===== src/design/assert_macros.svh =====
// Assertion helpers for the RTL files that carry checks.
// Every check is clocked on clk and is switched off while arst_n is low.
`ifndef ASSERT_MACROS_SVH
`define ASSERT_MACROS_SVH

// The property holds on every clock edge outside reset.
`define BBC_ASSERT(lbl, prop, msg) \
	lbl: assert property (@(posedge clk) disable iff (!arst_n) (prop)) else $error(msg);

// When the antecedent holds, the consequent holds on the same edge.
`define BBC_ASSERT_SAME(lbl, ante, cons, msg) \
	lbl: assert property (@(posedge clk) disable iff (!arst_n) (ante) |-> (cons)) else $error(msg);

// When the antecedent holds, the consequent holds on the next edge.
`define BBC_ASSERT_NEXT(lbl, ante, cons, msg) \
	lbl: assert property (@(posedge clk) disable iff (!arst_n) (ante) |=> (cons)) else $error(msg);

`endif


===== src/design/bbc_pkg.sv =====
// ----------------------------------------------------------------------------
// bbc_pkg
// Types and constants shared by the bracket balance checker modules.
// ----------------------------------------------------------------------------
`timescale 1ns / 1ps
`default_nettype none

package bbc_pkg;

	localparam logic [15:0] POS_MAX = 16'hFFFF;
	localparam int unsigned QUEUE_DEPTH = 4;

	localparam logic [7:0] CH_LPAREN = 8'h28;
	localparam logic [7:0] CH_RPAREN = 8'h29;
	localparam logic [7:0] CH_LSQUARE = 8'h5B;
	localparam logic [7:0] CH_RSQUARE = 8'h5D;
	localparam logic [7:0] CH_LCURLY = 8'h7B;
	localparam logic [7:0] CH_RCURLY = 8'h7D;
	localparam logic [7:0] CH_NEWLINE = 8'h0A;

	localparam logic OP_TEXT = 1'b0;
	localparam logic OP_END = 1'b1;

	typedef enum logic [2:0] {
		ST_BALANCED = 3'd0,
		ST_EXTRA    = 3'd1,
		ST_MISMATCH = 3'd2,
		ST_UNCLOSED = 3'd3,
		ST_OVERFLOW = 3'd4
	} status_t;

	typedef enum logic [2:0] {
		TK_OTHER   = 3'd0,
		TK_NEWLINE = 3'd1,
		TK_OPEN    = 3'd2,
		TK_CLOSE   = 3'd3,
		TK_END     = 3'd4
	} tok_kind_t;

	typedef enum logic [1:0] {
		BR_PAREN  = 2'd0,
		BR_SQUARE = 2'd1,
		BR_CURLY  = 2'd2
	} br_t;

	typedef struct packed {
		tok_kind_t kind;
		br_t       br;
	} tok_t;

	typedef struct packed {
		logic       op;
		logic [7:0] text_byte;
	} in_t;

	typedef struct packed {
		status_t     status;
		logic [15:0] line_no;
		logic [15:0] col_no;
		logic [7:0]  expected_char;
		logic [7:0]  got_char;
		logic [6:0]  depth;
	} out_t;

	function automatic logic [7:0] closer_of(input br_t b);
		logic [7:0] c;
		case (b)
			BR_PAREN:  c = CH_RPAREN;
			BR_SQUARE: c = CH_RSQUARE;
			BR_CURLY:  c = CH_RCURLY;
			default:   c = 8'h00;
		endcase
		return c;
	endfunction

endpackage

`default_nettype wire


===== src/design/bbc_ram.sv =====
// ----------------------------------------------------------------------------
// bbc_ram
// Generic single-write, single-read RAM with a registered read port.
// ----------------------------------------------------------------------------
`timescale 1ns / 1ps
`default_nettype none

module bbc_ram #(
	parameter int unsigned WIDTH = 2,
	parameter int unsigned DEPTH = 64
) (
	input  wire logic                     clk,
	input  wire logic                     wr_en,
	input  wire logic [$clog2(DEPTH)-1:0] wr_addr,
	input  wire logic [WIDTH-1:0]         wr_data,
	input  wire logic [$clog2(DEPTH)-1:0] rd_addr,
	output logic      [WIDTH-1:0]         rd_data
);

	logic [WIDTH-1:0] mem_q [DEPTH];

	always_ff @(posedge clk) begin
		if (wr_en) begin
			mem_q[wr_addr] <= wr_data;
		end
		rd_data <= mem_q[rd_addr];
	end

endmodule

`default_nettype wire


===== src/design/bbc_back.sv =====
// ----------------------------------------------------------------------------
// bbc_back
// Executes bracket tokens: position tracking, the bracket stack and the
// result register.
// ----------------------------------------------------------------------------
`timescale 1ns / 1ps
`default_nettype none
`include "assert_macros.svh"

module bbc_back
	import bbc_pkg::*;
#(
	parameter int unsigned STACK_DEPTH = 64
) (
	input  wire logic clk,
	input  wire logic arst_n,
	input  wire logic tok_valid,
	output logic      tok_ready,
	input  wire tok_t tok_data,
	output logic      out_valid,
	input  wire logic out_ready,
	output out_t      out_data
);

	localparam int unsigned IW = $clog2(STACK_DEPTH);
	localparam int unsigned CW = $clog2(STACK_DEPTH + 1);

	logic [CW-1:0] cnt_q;
	logic [CW-1:0] cnt_d;
	logic [CW-1:0] cnt_dec;
	logic [15:0]   line_q;
	logic [15:0]   line_d;
	logic [15:0]   col_q;
	logic [15:0]   col_d;
	logic [15:0]   lline_q;
	logic [15:0]   lline_d;
	logic [15:0]   lcol_q;
	logic [15:0]   lcol_d;
	logic          err_q;
	logic          err_d;
	logic [15:0]   col_inc;
	logic [15:0]   line_inc;

	logic          take;
	logic          res_valid;
	out_t          res;
	out_t          out_q;
	logic          out_valid_q;

	logic          wr_en;
	logic [IW-1:0] wr_addr;
	logic [1:0]    wr_data;
	logic [IW-1:0] rd_addr;
	logic [1:0]    rd_data;
	logic          fwd_q;
	logic [1:0]    fwd_data_q;
	br_t           top;

	// The RAM is always read at the entry that will be on top after this
	// transaction, so the top is ready on the next cycle. A push writes the
	// very entry being read, and that value is forwarded instead.
	bbc_ram #(
		.WIDTH(2),
		.DEPTH(STACK_DEPTH)
	) u_stack (
		.clk    (clk),
		.wr_en  (wr_en),
		.wr_addr(wr_addr),
		.wr_data(wr_data),
		.rd_addr(rd_addr),
		.rd_data(rd_data)
	);

	assign top = br_t'(fwd_q ? fwd_data_q : rd_data);
	assign tok_ready = !out_valid_q || out_ready;
	assign take = tok_valid && tok_ready;
	assign cnt_dec = cnt_q - CW'(1);
	assign col_inc = (col_q == POS_MAX) ? col_q : col_q + 16'd1;
	assign line_inc = (line_q == POS_MAX) ? line_q : line_q + 16'd1;
	assign rd_addr = IW'(cnt_d - CW'(1));

	always_comb begin
		cnt_d = cnt_q;
		line_d = line_q;
		col_d = col_q;
		lline_d = lline_q;
		lcol_d = lcol_q;
		err_d = err_q;
		res_valid = 1'b0;
		res = '0;
		wr_en = 1'b0;
		wr_addr = IW'(cnt_q);
		wr_data = tok_data.br;
		if (take) begin
			if (tok_data.kind == TK_END) begin
				if (!err_q) begin
					res_valid = 1'b1;
					if (cnt_q != '0) begin
						res.status = ST_UNCLOSED;
						res.line_no = lline_q;
						res.col_no = lcol_q;
						res.expected_char = closer_of(top);
						res.depth = 7'(cnt_dec);
					end else begin
						res.status = ST_BALANCED;
					end
				end
				cnt_d = '0;
				line_d = 16'd1;
				col_d = '0;
				lline_d = 16'd1;
				lcol_d = '0;
				err_d = 1'b0;
			end else if (!err_q) begin
				case (tok_data.kind)
					TK_NEWLINE: begin
						line_d = line_inc;
						col_d = '0;
					end
					TK_OPEN: begin
						col_d = col_inc;
						lline_d = line_q;
						lcol_d = col_inc;
						if (cnt_q == CW'(STACK_DEPTH)) begin
							res_valid = 1'b1;
							res.status = ST_OVERFLOW;
							res.line_no = line_q;
							res.col_no = col_inc;
							res.depth = 7'(cnt_q);
							err_d = 1'b1;
						end else begin
							wr_en = 1'b1;
							cnt_d = cnt_q + CW'(1);
						end
					end
					TK_CLOSE: begin
						col_d = col_inc;
						lline_d = line_q;
						lcol_d = col_inc;
						if (cnt_q == '0) begin
							res_valid = 1'b1;
							res.status = ST_EXTRA;
							res.line_no = line_q;
							res.col_no = col_inc;
							res.got_char = closer_of(tok_data.br);
							err_d = 1'b1;
						end else begin
							cnt_d = cnt_dec;
							if (top != tok_data.br) begin
								res_valid = 1'b1;
								res.status = ST_MISMATCH;
								res.line_no = line_q;
								res.col_no = col_inc;
								res.expected_char = closer_of(top);
								res.got_char = closer_of(tok_data.br);
								res.depth = 7'(cnt_dec);
								err_d = 1'b1;
							end
						end
					end
					default: col_d = col_inc;
				endcase
			end
		end
	end

	always_ff @(posedge clk or negedge arst_n) begin
		if (!arst_n) begin
			cnt_q <= '0;
			line_q <= 16'd1;
			col_q <= '0;
			lline_q <= 16'd1;
			lcol_q <= '0;
			err_q <= 1'b0;
			fwd_q <= 1'b0;
			out_valid_q <= 1'b0;
		end else begin
			cnt_q <= cnt_d;
			line_q <= line_d;
			col_q <= col_d;
			lline_q <= lline_d;
			lcol_q <= lcol_d;
			err_q <= err_d;
			fwd_q <= wr_en && (wr_addr == rd_addr);
			if (take && res_valid) begin
				out_valid_q <= 1'b1;
			end else if (out_ready) begin
				out_valid_q <= 1'b0;
			end
		end
	end

	always_ff @(posedge clk) begin
		fwd_data_q <= wr_data;
		if (take && res_valid) begin
			out_q <= res;
		end
	end

	assign out_valid = out_valid_q;
	assign out_data = out_q;

	`BBC_ASSERT(a_cnt_bound, cnt_q <= CW'(STACK_DEPTH), "stack count beyond stack depth")
	`BBC_ASSERT_NEXT(a_err_freeze, err_q && !(take && tok_data.kind == TK_END), $stable(cnt_q), "stack moved after an error")
	`BBC_ASSERT_SAME(a_err_reported, $rose(err_q), $past(take && res_valid), "error raised without a result")
	`BBC_ASSERT_NEXT(a_end_clears, take && tok_data.kind == TK_END, cnt_q == '0 && !err_q, "end of text left state behind")

endmodule

`default_nettype wire


===== config.mk =====
export PLATFORM = sky130hd
export DESIGN_NAME = bbc_back
export DESIGN_NICKNAME = d
export VERILOG_FILES = /design/src/design/bbc_pkg.sv /design/src/design/bbc_ram.sv /design/src/design/bbc_back.sv
export VERILOG_INCLUDE_DIRS = /design/src /design/src/design
export SDC_FILE = /design/constraint.sdc
export NUM_CORES = 1
export LEC_CHECK = 0
export ABC_AREA = 1
export BUFFER_PORTS_ARGS = -buffer_cell sky130_fd_sc_hd__buf_2
export CORE_UTILIZATION = 45
export DETAILED_ROUTE_END_ITERATION = 16
export PLACE_DENSITY = 0.61
export SLEW_MARGIN = 40
export SYNTH_ARGS = -nofsm -noshare
export SYNTH_HDL_FRONTEND = slang
export SYNTH_SLANG_ARGS = --single-unit

===== constraint.sdc =====
create_clock -name clk -period 6 [get_ports clk]
set_clock_uncertainty 0.1 [all_clocks]
set_input_delay 1.5 -clock clk [delete_from_list [all_inputs] [get_ports clk]]
set_output_delay 1.5 -clock clk [all_outputs]
set_load 0.05 [all_outputs]

# Yosys cells after proc, flatten, opt, wreduce, memory -nomap -nowiden
# Memory sizes are Yosys's and may differ from the RTL's. A register that Yosys moved wholly into a read port is not among the register bits.
# Cells that the tools add are included.
# W data, S select, Z words.
[totals] memories=1 output_inout_bits=60 reg_bits=134 in_bits=9 ramBits=128 elab_cells=115
[op_classes] bitwise=2 eq_ne=15 n_reduce_logical=17 n_mux=60 add_sub_neg=5
[memory_table] memory="u_stack.mem_q" words=64 word_bits=2 rd=1 rd_clocked_by_memory_dff=1 write_ports=1 line_no="bbc_ram.sv:20" source="logic [WIDTH-1:0] mem_q [DEPTH];"
[op_table] cell="$mux W16" count=15
[op_table] cell="$mux W7" count=10
[op_table] cell="$pmux W35 S2" count=1
[op_table] cell="$mux W58" count=1
[op_table] cell="$mux W57" count=1
[op_table] cell="$mux W43" count=1
[op_table] cell="$mux W42" count=1
[op_table] cell="$pmux W7 S3" count=2
[op_table] cell="$mux W40" count=1
[op_table] cell="$mux W35" count=1
[op_table] cell="$mux W34" count=1
[op_table] cell="$add A16 B1 Y16 const B" count=2
[op_table] cell="$eq A16 B16 Y1 const B" count=2
[op_table] cell="$pmux W7 S2" count=2
[op_table] cell="$mux W1" count=18
[op_table] cell="$mux W8" count=2
[op_table] cell="$add A7 B1 Y7 const B" count=1
[op_table] cell="$eq A7 B7 Y1 const B" count=1
[op_table] cell="$logic_not A7 Y1" count=1
[op_table] cell="$reduce_bool A7 Y1" count=1
[op_table] cell="$sub A7 B1 Y7 const B" count=1
[op_table] cell="$eq A3 B2 Y1 const B" count=2
[op_table] cell="$eq A6 B6 Y1" count=1
[op_table] cell="$reduce_bool A2 Y1" count=3
[op_table] cell="other kinds (19)" count=27

# Depth between registers and ports, before layout
# Gate-level depths: netlist of the first run.
[logic_depth] word_depth=10 mapped_depth=29 ltp_nobuf=25

# Hierarchy
# A second synthesis of the first run with hierarchy kept.
[unflattened] hier_cells=1266 area_unflattened_um2=12218.0
[modules_own_cells] mod="bbc_back" instances=1 seq_area_each_um2=3335.7 area_per_inst_um2=6603.8 cells_per_inst=746
[modules_own_cells] mod="bbc_ram" instances=1 seq_area_each_um2=3883.7 area_per_inst_um2=5614.1 cells_per_inst=520

# Least setup slack after synthesis of the first run
# No wires, ideal clock.
[synth_path] path_type="in2reg" start="in tok_data[4] in the netlist's numbering" end="reg out_q (netlist bit out_data[0]), enable pin" setup_ns=0.471 arrival_time_ns=4.711 stages=9 t_required_ns=5.429 path_slack_ns=0.718 n_path_buf=0 cell_sequence="inv_1 nand2_1 nor2_1 inv_1 nor2_1 inv_1 nand2_1 nand2_1 a21oi_1"
[synth_between] elab_chain_cells=6 word_cells_on_any_way=8 cone_classes="3 x eq/ne; 4 x mux; 1 x reduce/logical"
[synth_rtl] item="from (decl)" line_no="bbc_back.sv:19" source="input wire tok_t tok_data,"
[synth_rtl] item="$eq A3 B2 Y1" line_no="bbc_back.sv:115" source="case (tok_data.kind)"
[synth_rtl] item="$pmux W1 S2" line_no="bbc_back.sv:115"
[synth_rtl] item="$mux W1" line_no="bbc_back.sv:114" source="end else if (!err_q) begin"
[synth_rtl] item="$mux W1 (*)" line_no="bbc_back.sv:95" source="if (tok_data.kind == TK_END) begin"
[synth_rtl] item="$mux W1 (*)" line_no="bbc_back.sv:94" source="if (take) begin"
[synth_rtl] item="$logic_and A1 B1 Y1 (*)" line_no="bbc_back.sv:195" source="if (take && res_valid) begin"
[synth_rtl] item="to (signal assigned)" line_no="bbc_back.sv:196" source="out_q <= res;"
[synth_rtl] item="to (decl)" line_no="bbc_back.sv:47" source="out_t out_q;"
# Every way passes the cells marked *; elsewhere a longest branch is shown, timed or not.
# A chain may end at the register's enable or synchronous reset.

# Final worst setup path of the first run
[layout_path] start="in tok_data[2] in the netlist's numbering" end="reg fwd_q"
[layout_between] elab_chain_cells=8 word_cells_on_any_way=14 cone_classes="1 x add/sub; 4 x eq/ne; 8 x mux; 1 x reduce/logical"
[layout_rtl] item="$eq A3 B2 Y1" line_no="bbc_back.sv:115"
[layout_rtl] item="$pmux W7 S2" line_no="bbc_back.sv:115"
[layout_rtl] item="$mux W7" line_no="bbc_back.sv:114"
[layout_rtl] item="$mux W7 (*)" line_no="bbc_back.sv:95"
[layout_rtl] item="$mux W7 (*)" line_no="bbc_back.sv:94"
[layout_rtl] item="via cnt_d[2]" line_no="bbc_back.sv:29" source="logic [CW-1:0] cnt_d;"
[layout_rtl] item="$sub A6 B1 Y6 (*)" line_no="bbc_back.sv:80" source="assign rd_addr = IW'(cnt_d - CW'(1));"
[layout_rtl] item="$eq A6 B6 Y1 (*)" line_no="bbc_back.sv:184" source="fwd_q <= wr_en && (wr_addr == rd_addr);"
[layout_rtl] item="$logic_and A1 B1 Y1 (*)" line_no="bbc_back.sv:184"
[layout_rtl] item="to (signal assigned)" line_no="bbc_back.sv:184"
[layout_rtl] item="to (decl)" line_no="bbc_back.sv:55" source="logic fwd_q;"
# Mark *: on every way through the listed nets, which the timed path passes. The rest lies on a longest branch.

==> out/metrics.cfg, run 1 <==
[power_and_ir_drop]
seq_power_share_pct = 41.5
clkPwrFrac_pct = 30.1
irDropWorstVdd_mv = 0.2048
p_leak_nw = 5.764
pwr-share-comb_pct = 28.4
powerDensity_mw_per_mm2 = 371.9
intPower_mw = 3.367
swShare_pct = 34.77
switchingPower_mw = 1.794
power_mw = 5.161

[sta]
rsz0062_at_grt = false
tightest_slew_ns = 0.7820
fin_crit_sh_pct = 72.00
hold_viol = 0
fin_setup_tns_ns = 0
min_period_ns = 4.320
slew_headroom_pct = 47.74
finalSetupViolCount = 0
timing.fmax_mhz = 231.5
slew_viol_final = 0

[route]
drt_iter0_markers = 639
vias = 9435
wl_mm = 30.98
wl_per_cell_um = 17.22
via_per_inst = 5.245
postRouteAntennaNets = 0
drt_first_pass_iters = 5
route.detailed.drc = 0

[synthesis]
synth-edff-count = 176
async_flop_share_pct = 29.13
synth_top_cell_by_area = edfxtp_1
netlist_area_mm2 = 0.01250
syn_inst = 1366
synth_top_area_share_pct = 42.29
synth.top_cells.by_area = edfxtp_1 42%, dfrtp_1 14%, nand2_1 9.7%
synth_seq_area_share_pct = 57.77
synth_cell_types = 51
synth-seq-cells = 254
ys.flop_type = edfxtp_1
syn_avg_cell_area_um2 = 9.149
yosysWarnings = 0

[global_routing]
grt_usage_pct = 22.32
grt_pass1_vias = 9335
grt_max_degree = 75
grt_overflow_total = 0
antenna_found_initial = 0
grt_pass1_wl_mm = 49.80

[worst_setup_path]
crit_top_cell = nand2_2
critical_path_class = in2reg
start_kind = input port
crit_chain = buf_2 > inv_1 > nand3_2 > buf_4 > inv_2 > nand2_2 > nand2_1 > nor2_1 > inv_2 > nand2_2 > nand2_1 > nand2_2 > nor2_1 > nor3_1 > nand3_1 > a21oi_1
crit_arrival_ns = 4.64
slowest_stage = nand2_1
required_ns = 6.32
end_kind = flop
max_stage_delay_ns = 0.53
worstPathMaxFanout = 30

[run]
drv_cap = 0

[floorplan]
dieArea_mm2 = 0.02844
die_h_um = 168.6
start_util_pct = 46.11
coreArea_mm2 = 0.02710
rows = 60
pin_count = 69
fp.dieW_um = 168.6

[cts]
cts_resized = 0
post_cts_buffers = 0
clk_latency_ns = 0.54
root_buffer = clkbuf_16
cts-buffers-inserted = 27
postCtsHoldBufs = 0
clkTransAtPathRegs_ns = 0.06
ctsHtreeMaxLevel = 1
cts_sinks = 254
cts_buffer_depth = 3
cts_tree = done

[final_layout]
mostFrequentLayoutCell = nand2_1
n_antenna_cell = 0
nets = 1429
layout-drive-gt1-share_pct = 10.79
filler_cell_count = 2556
area_growth_pct = 11.06
final_cell_mix = 321 x nand2_1, 176 x edfxtp_1, 175 x inv_1, 145 x nand3_1, 124 x nor2_1
stdcell_area_mm2 = 0.01388

[outcome]
outcome = complete, no violations

[place]
place_congestion = 0.8633
io_buffer_count = 64
detailed_place.area_mm2 = 0.01306
dp_hpwl_mm = 19.65

[worst_hold_path]
min_path_type = reg2reg

power groups by stage:
stage / clock [mW] / combinational (mW) / sequential, mW
after floorplan: 0 / 1.07 / 2.19
after global placement: 0 / 1.45 / 2.17
after detailed placement: 0 / 1.47 / 2.17
after CTS: 1.59 / 1.47 / 2.14
after global routing: 1.66 / 1.68 / 2.16
final: 1.55 / 1.47 / 2.14
area by class of cell:
cell class | count | area (um^2) | share of cell area, %
Clock buffer | 38 | 747.0 | 5.382
Clock inverter | 9 | 70.07 | 0.5048
Inverter | 185 | 699.4 | 5.039
Multi-Input combinational cell | 865 | 4262 | 30.70
Sequential cell | 254 | 7219 | 52.01
Tap cell | 372 | 465.4 | 3.353
Timing Repair Buffer | 76 | 416.7 | 3.002
Yosys cell counts (3+ instances only):
| cell | instances |
|---|---|
| nor2_1 | 124 |
| nor3_1 | 11 |
| o211ai_1 | 3 |
| edfxtp_1 | 176 |
| o22ai_1 | 40 |
| nand3_1 | 146 |
| ha_1 | 11 |
| clkbuf_1 | 26 |
| inv_1 | 176 |
| nand2_1 | 323 |
| nor2_2 | 4 |
| o21ai_1 | 6 |
| buf_4 | 16 |
| dfrtp_1 | 72 |
| xor2_1 | 9 |
| inv_2 | 6 |
| buf_6 | 3 |
| nand2_2 | 13 |
| o31ai_1 | 3 |
| dfxtp_1 | 4 |
| nand3b_1 | 57 |
| buf_2 | 18 |
| o21ai_0 | 58 |
| a21oi_1 | 23 |
| a22oi_1 | 4 |
registers in the layout, indices dropped and copies added, names as in the netlist:
name             count
err_q                1
fwd_q                1
col_q               16
out_data            48
cnt_q                7
out_valid            1
lcol_q              16
u_stack.rd_data      2
u_stack.mem_q      128
fwd_data_q           2
line_q              16
lline_q             16
through the flow:
| stage | setup WS [ns] | util [%] | std cells | hold WS, ns |
|---|---|---|---|---|
| 5_1_grt | 1.391 | 51.21 | 1799 | 0.4041 |
| 4_1_cts | 1.693 | 51.21 | 1799 | 0.3891 |
| 3_5_place_dp | 1.152 | 48.20 | 1752 | 0.3743 |
| 3_3_place_gp | 1.223 | 48.19 | 1752 | 0.3668 |
| 6_report | 1.680 | 51.21 | 1799 | 0.3881 |
| 2_1_floorplan | 0.7181 | - | 1369 | 0.3534 |
worst paths after layout:
path | startpoint | slack (ns) | depth (start not counted) | to
setup / recovery | tok_data[2] | 1.68 | 16 | fwd_q$_DFF_PN0_
hold / removal | lcol_q[13]$_DFFE_PN0P_ | 0.39 | 2 | lcol_q[13]$_DFFE_PN0P_
setup reg to reg | cnt_q[0]$_DFF_PN0_ | 2.04 | 26 | u_stack.rd_data[0]$_DFF_P_
hold reg to reg | lcol_q[13]$_DFFE_PN0P_ | 0.39 | 2 | lcol_q[13]$_DFFE_PN0P_
max in group asynchronous | arst_n | 4.37 | 1 | fwd_q$_DFF_PN0_
min in group asynchronous | arst_n | 0.86 | 1 | col_q[11]$_DFFE_PN0P_
cells by family after synthesis:
logic type	share of synthesized area (%)
AO/OA/AOI/OAI	7.079
XOR/XNOR	0.8311
adder cells (fa/ha/maj)	1.101
buffers and inverters	8.390
flip-flops	57.77
other	0.03001
AND/OR/NAND/NOR	24.80
worst max-delay path, delay by kind of cell:
family                 cells  cell delay (ns)
AND/OR/NAND/NOR           10             2.09
buffers and inverters      5             0.81
AO/OA/AOI/OAI              1             0.21
metal layers:
metal  GRT usage, %  vias to the layer above  wire, um
met2          37.34                      253     14690
met1          29.08                     4509     13430
li1               -                     4603         -
met3          3.180                       70      1523
met4          9.605                        0      1334
met5              0                        -         0
Note: power is estimated with default switching activity, not from simulation.
==> run 2: changes to the inputs <==
--- a/config.mk
+++ b/config.mk
@@ -10,7 +10,7 @@
 export BUFFER_PORTS_ARGS = -buffer_cell sky130_fd_sc_hd__buf_2
 export CORE_UTILIZATION = 45
 export DETAILED_ROUTE_END_ITERATION = 16
-export PLACE_DENSITY = 0.61
+export PLACE_DENSITY = 0.63
 export SLEW_MARGIN = 40
 export SYNTH_ARGS = -nofsm -noshare
 export SYNTH_HDL_FRONTEND = slang
==> constraint.sdc (replaced) <==
create_clock -name clk -period 3.8 [get_ports clk]
set_clock_uncertainty 0.1 [all_clocks]
set_input_delay 0.95 -clock clk [delete_from_list [all_inputs] [get_ports clk]]
set_output_delay 0.95 -clock clk [all_outputs]
set_load 0.05 [all_outputs]
==> run 2 against run 1 <==
Compared with the run above:
- power grew 63%
- global-route usage shrank 0.54 points
- critical path depth grew 5
- flip-flop and latch count is the same
- clock power grew 71%
- non-clock buffer count grew 26
- cell count grew 1.6%
- via count grew 0.33%
- first-iteration DRC count grew 15%
- count of clock-buffer cells in the layout grew 3
- die area is the same
- critical endpoint is now u_stack.rd_data[0]$_DFF_P_
==> out/metrics.cfg, run 2 (synthesized netlist as in run 1, its figures left out) <==
[floorplan]
dieArea_mm2 = 0.02844  ; unchanged
fp.dieW_um = 168.6  ; unchanged
rows = 60  ; unchanged
pin_count = 69  ; unchanged
coreArea_mm2 = 0.02710  ; unchanged
start_util_pct = 46.11  ; unchanged
die_h_um = 168.6  ; unchanged

[global_routing]
grt_overflow_total = 0  ; unchanged
grt_usage_pct = 21.78  ; was 22.32%
grt_pass1_vias = 9206  ; was 9,335
grt_max_degree = 75  ; unchanged
antenna_found_initial = 1  ; was 0
grt_pass1_wl_mm = 48.54  ; was 49.80 mm

[sta]
finalSetupViolCount = 0  ; unchanged
hold_slack_ns = 0.3412  ; was 0.3881 ns
hold_viol = 0  ; unchanged
slew_viol_final = 0  ; unchanged
fin_ws_ns = 0.3668  ; was 1.680 ns
min_period_ns = 3.433
rsz0062_at_grt = false  ; unchanged
fin_crit_sh_pct = 90.35
fin_setup_tns_ns = 0  ; unchanged
tightest_slew_ns = 0.8061  ; was 0.7820 ns
timing.fmax_mhz = 291.3
slew_headroom_pct = 45.58  ; was 47.74%

[route]
wl_per_cell_um = 16.75  ; was 17.22 um
postRouteAntennaNets = 0  ; unchanged
route.detailed.drc = 0  ; unchanged
vias = 9466  ; was 9,435
drt_first_pass_iters = 8  ; was 5
drt_iter0_markers = 733  ; was 639
via_per_inst = 5.181  ; was 5.245
wl_mm = 30.61  ; was 30.98 mm

[final_layout]
fin_util_pct = 52.41  ; was 51.21%
area_growth_pct = 13.65  ; was 11.06%
largest_register_ffs = 128  ; unchanged
layout-drive-gt1-share_pct = 12.58  ; was 10.79%
mostFrequentLayoutCell = nand2_1  ; unchanged
filler_cell_count = 2495  ; was 2,556
regMostFlops = u_stack.mem_q  ; unchanged
final_cell_mix = 321 x nand2_1, 176 x inv_1, 176 x edfxtp_1, 145 x nand3_1, 124 x nor2_1  ; was 321 x nand2_1, 176 x edfxtp_1, 175 x inv_1, 145 x nand3_1, 124 x nor2_1
nets = 1455  ; was 1,429
n_antenna_cell = 0  ; unchanged

[power_and_ir_drop]
pwr-share-comb_pct = 28.7  ; was 28.4%
intPower_mw = 5.556  ; was 3.367 mW
power_mw = 8.429  ; was 5.161 mW
seq_power_share_pct = 39.8  ; was 41.5%
powerDensity_mw_per_mm2 = 593.5  ; was 371.9 mW/mm^2
irDropWorstVdd_mv = 0.3474  ; was 0.2048 mV
p_leak_nw = 5.945  ; was 5.764 nW
clkPwrFrac_pct = 31.4  ; was 30.1%
swShare_pct = 34.09  ; was 34.77%
switchingPower_mw = 2.873  ; was 1.794 mW

[cts]
post_cts_buffers = 0  ; unchanged
cts_buffer_depth = 3  ; unchanged
postCtsHoldBufs = 0  ; unchanged
clkTransAtPathRegs_ns = 0.07  ; was 0.06 ns
cts_tree = done  ; unchanged
ctsHtreeMaxLevel = 1  ; unchanged
cts_sinks = 254  ; unchanged
root_buffer = clkbuf_16  ; unchanged
cts_resized = 0  ; unchanged
clk_latency_ns = 0.53  ; was 0.54 ns
cts-buffers-inserted = 27  ; unchanged

[worst_setup_path]
crit_top_cell = nand2_1  ; was nand2_2
crit_arrival_ns = 3.75  ; was 4.64 ns
worstPathMaxFanout = 66  ; was 30
crit_chain = inv_4 > nand2_2 > nor2_4 > nand2_2 > inv_1 > ha_1 > inv_1 > nand3_1 > nand2_1 > nand2_2 > nand2_2 > buf_4 > nor2_1 > nand3_1 > nand2_2 > nand2_1 > nand2_1 > nand2_1 > nand2_1 > nand2_1 > nand2_1  ; was buf_2 > inv_1 > nand3_2 > buf_4 > inv_2 > nand2_2 > nand2_1 > nor2_1 > inv_2 > nand2_2 > nand2_1 > nand2_2 > nor2_1 > nor3_1 > nand3_1 > a21oi_1
max_stage_delay_ns = 0.57  ; was 0.53 ns
start_kind = flop  ; was input port
slowest_stage = buf_4  ; was nand2_1
required_ns = 4.12  ; was 6.32 ns
end_kind = flop  ; unchanged
path_delay_family = simple AND/OR/NAND/NOR gates  ; unchanged
critical_path_class = reg2reg  ; was in2reg
path_buf_inv = 4  ; was 5

[place]
io_buffer_count = 64  ; unchanged
dp_hpwl_mm = 19.91  ; was 19.65 mm
post-place-ws_ns = 0.2736  ; was 1.152 ns
place_congestion = 0.8661  ; was 0.8633

[outcome]
outcome = complete, no violations  ; unchanged

[run]
drv_cap = 0  ; unchanged

[worst_hold_path]
min_path_type = in2async  ; was reg2reg

run 2: cell count changes in the layout (fill, tap and decap cells not counted):
cell        before  now
buf_4           12   34
buf_12           0    4
clkinv_1         6    3
bufinv_16        1    3
clkbuf_8         3    5
clkbuf_1         8    9
clkinv_2         1    2
clkinvlp_4       1    0
inv_1          175  176
inv_2            7    6
run 2: cell type report:
cell class                      count  area (um^2)  share of cell area, %
Timing Repair Buffer              102        661.9                  4.660
Clock inverter                      8        116.4                 0.8193
Multi-Input combinational cell    865         4262                  30.01
Clock buffer                       41        778.2                  5.480
Sequential cell                   254         7219                  50.83
Inverter                          185        699.4                  4.925
Tap cell                          372        465.4                  3.277
run 2: path summary, 6_finish.rpt:
path / start / to / slack, ns / depth (start not counted)
min reg2reg: lcol_q[10]$_DFFE_PN0P_ / lcol_q[10]$_DFFE_PN0P_ / 0.39 / 2
max reg2reg: cnt_q[2]$_DFF_PN0_ / u_stack.rd_data[0]$_DFF_P_ / 0.37 / 21
min: arst_n / lcol_q[2]$_DFFE_PN0P_ / 0.34 / 1
max: cnt_q[2]$_DFF_PN0_ / u_stack.rd_data[0]$_DFF_P_ / 0.37 / 21
max in group asynchronous: arst_n / cnt_q[4]$_DFF_PN0_ / 2.75 / 1
min in group clk: lcol_q[10]$_DFFE_PN0P_ / lcol_q[10]$_DFFE_PN0P_ / 0.39 / 2
run 2: power groups by stage:
stage / clock [mW] / combinational (mW) / sequential, mW
floorplan: 0 / 1.69 / 3.46
global placement: 0 / 2.39 / 3.41
detailed placement: 0 / 2.42 / 3.41
CTS: 2.70 / 2.43 / 3.36
global route: 2.80 / 2.72 / 3.39
finish: 2.65 / 2.42 / 3.36
run 2: per-stage QoR:
stage | instance area [um^2] | std cells
2_1_floorplan | 12510 | 1369
3_3_place_gp | 13300 | 1778
3_5_place_dp | 13310 | 1778
4_1_cts | 14200 | 1827
5_1_grt | 14200 | 1827
6_report | 14200 | 1827
run 2: metal layers:
metal	GRT usage [%]	part of all wire, %	vias up
met1	28.56	44	4514
met3	2.923	4.8	70
met2	36.69	48	223
li1	-	-	4657
met4	8.577	3.7	2
met5	0	0.036	-
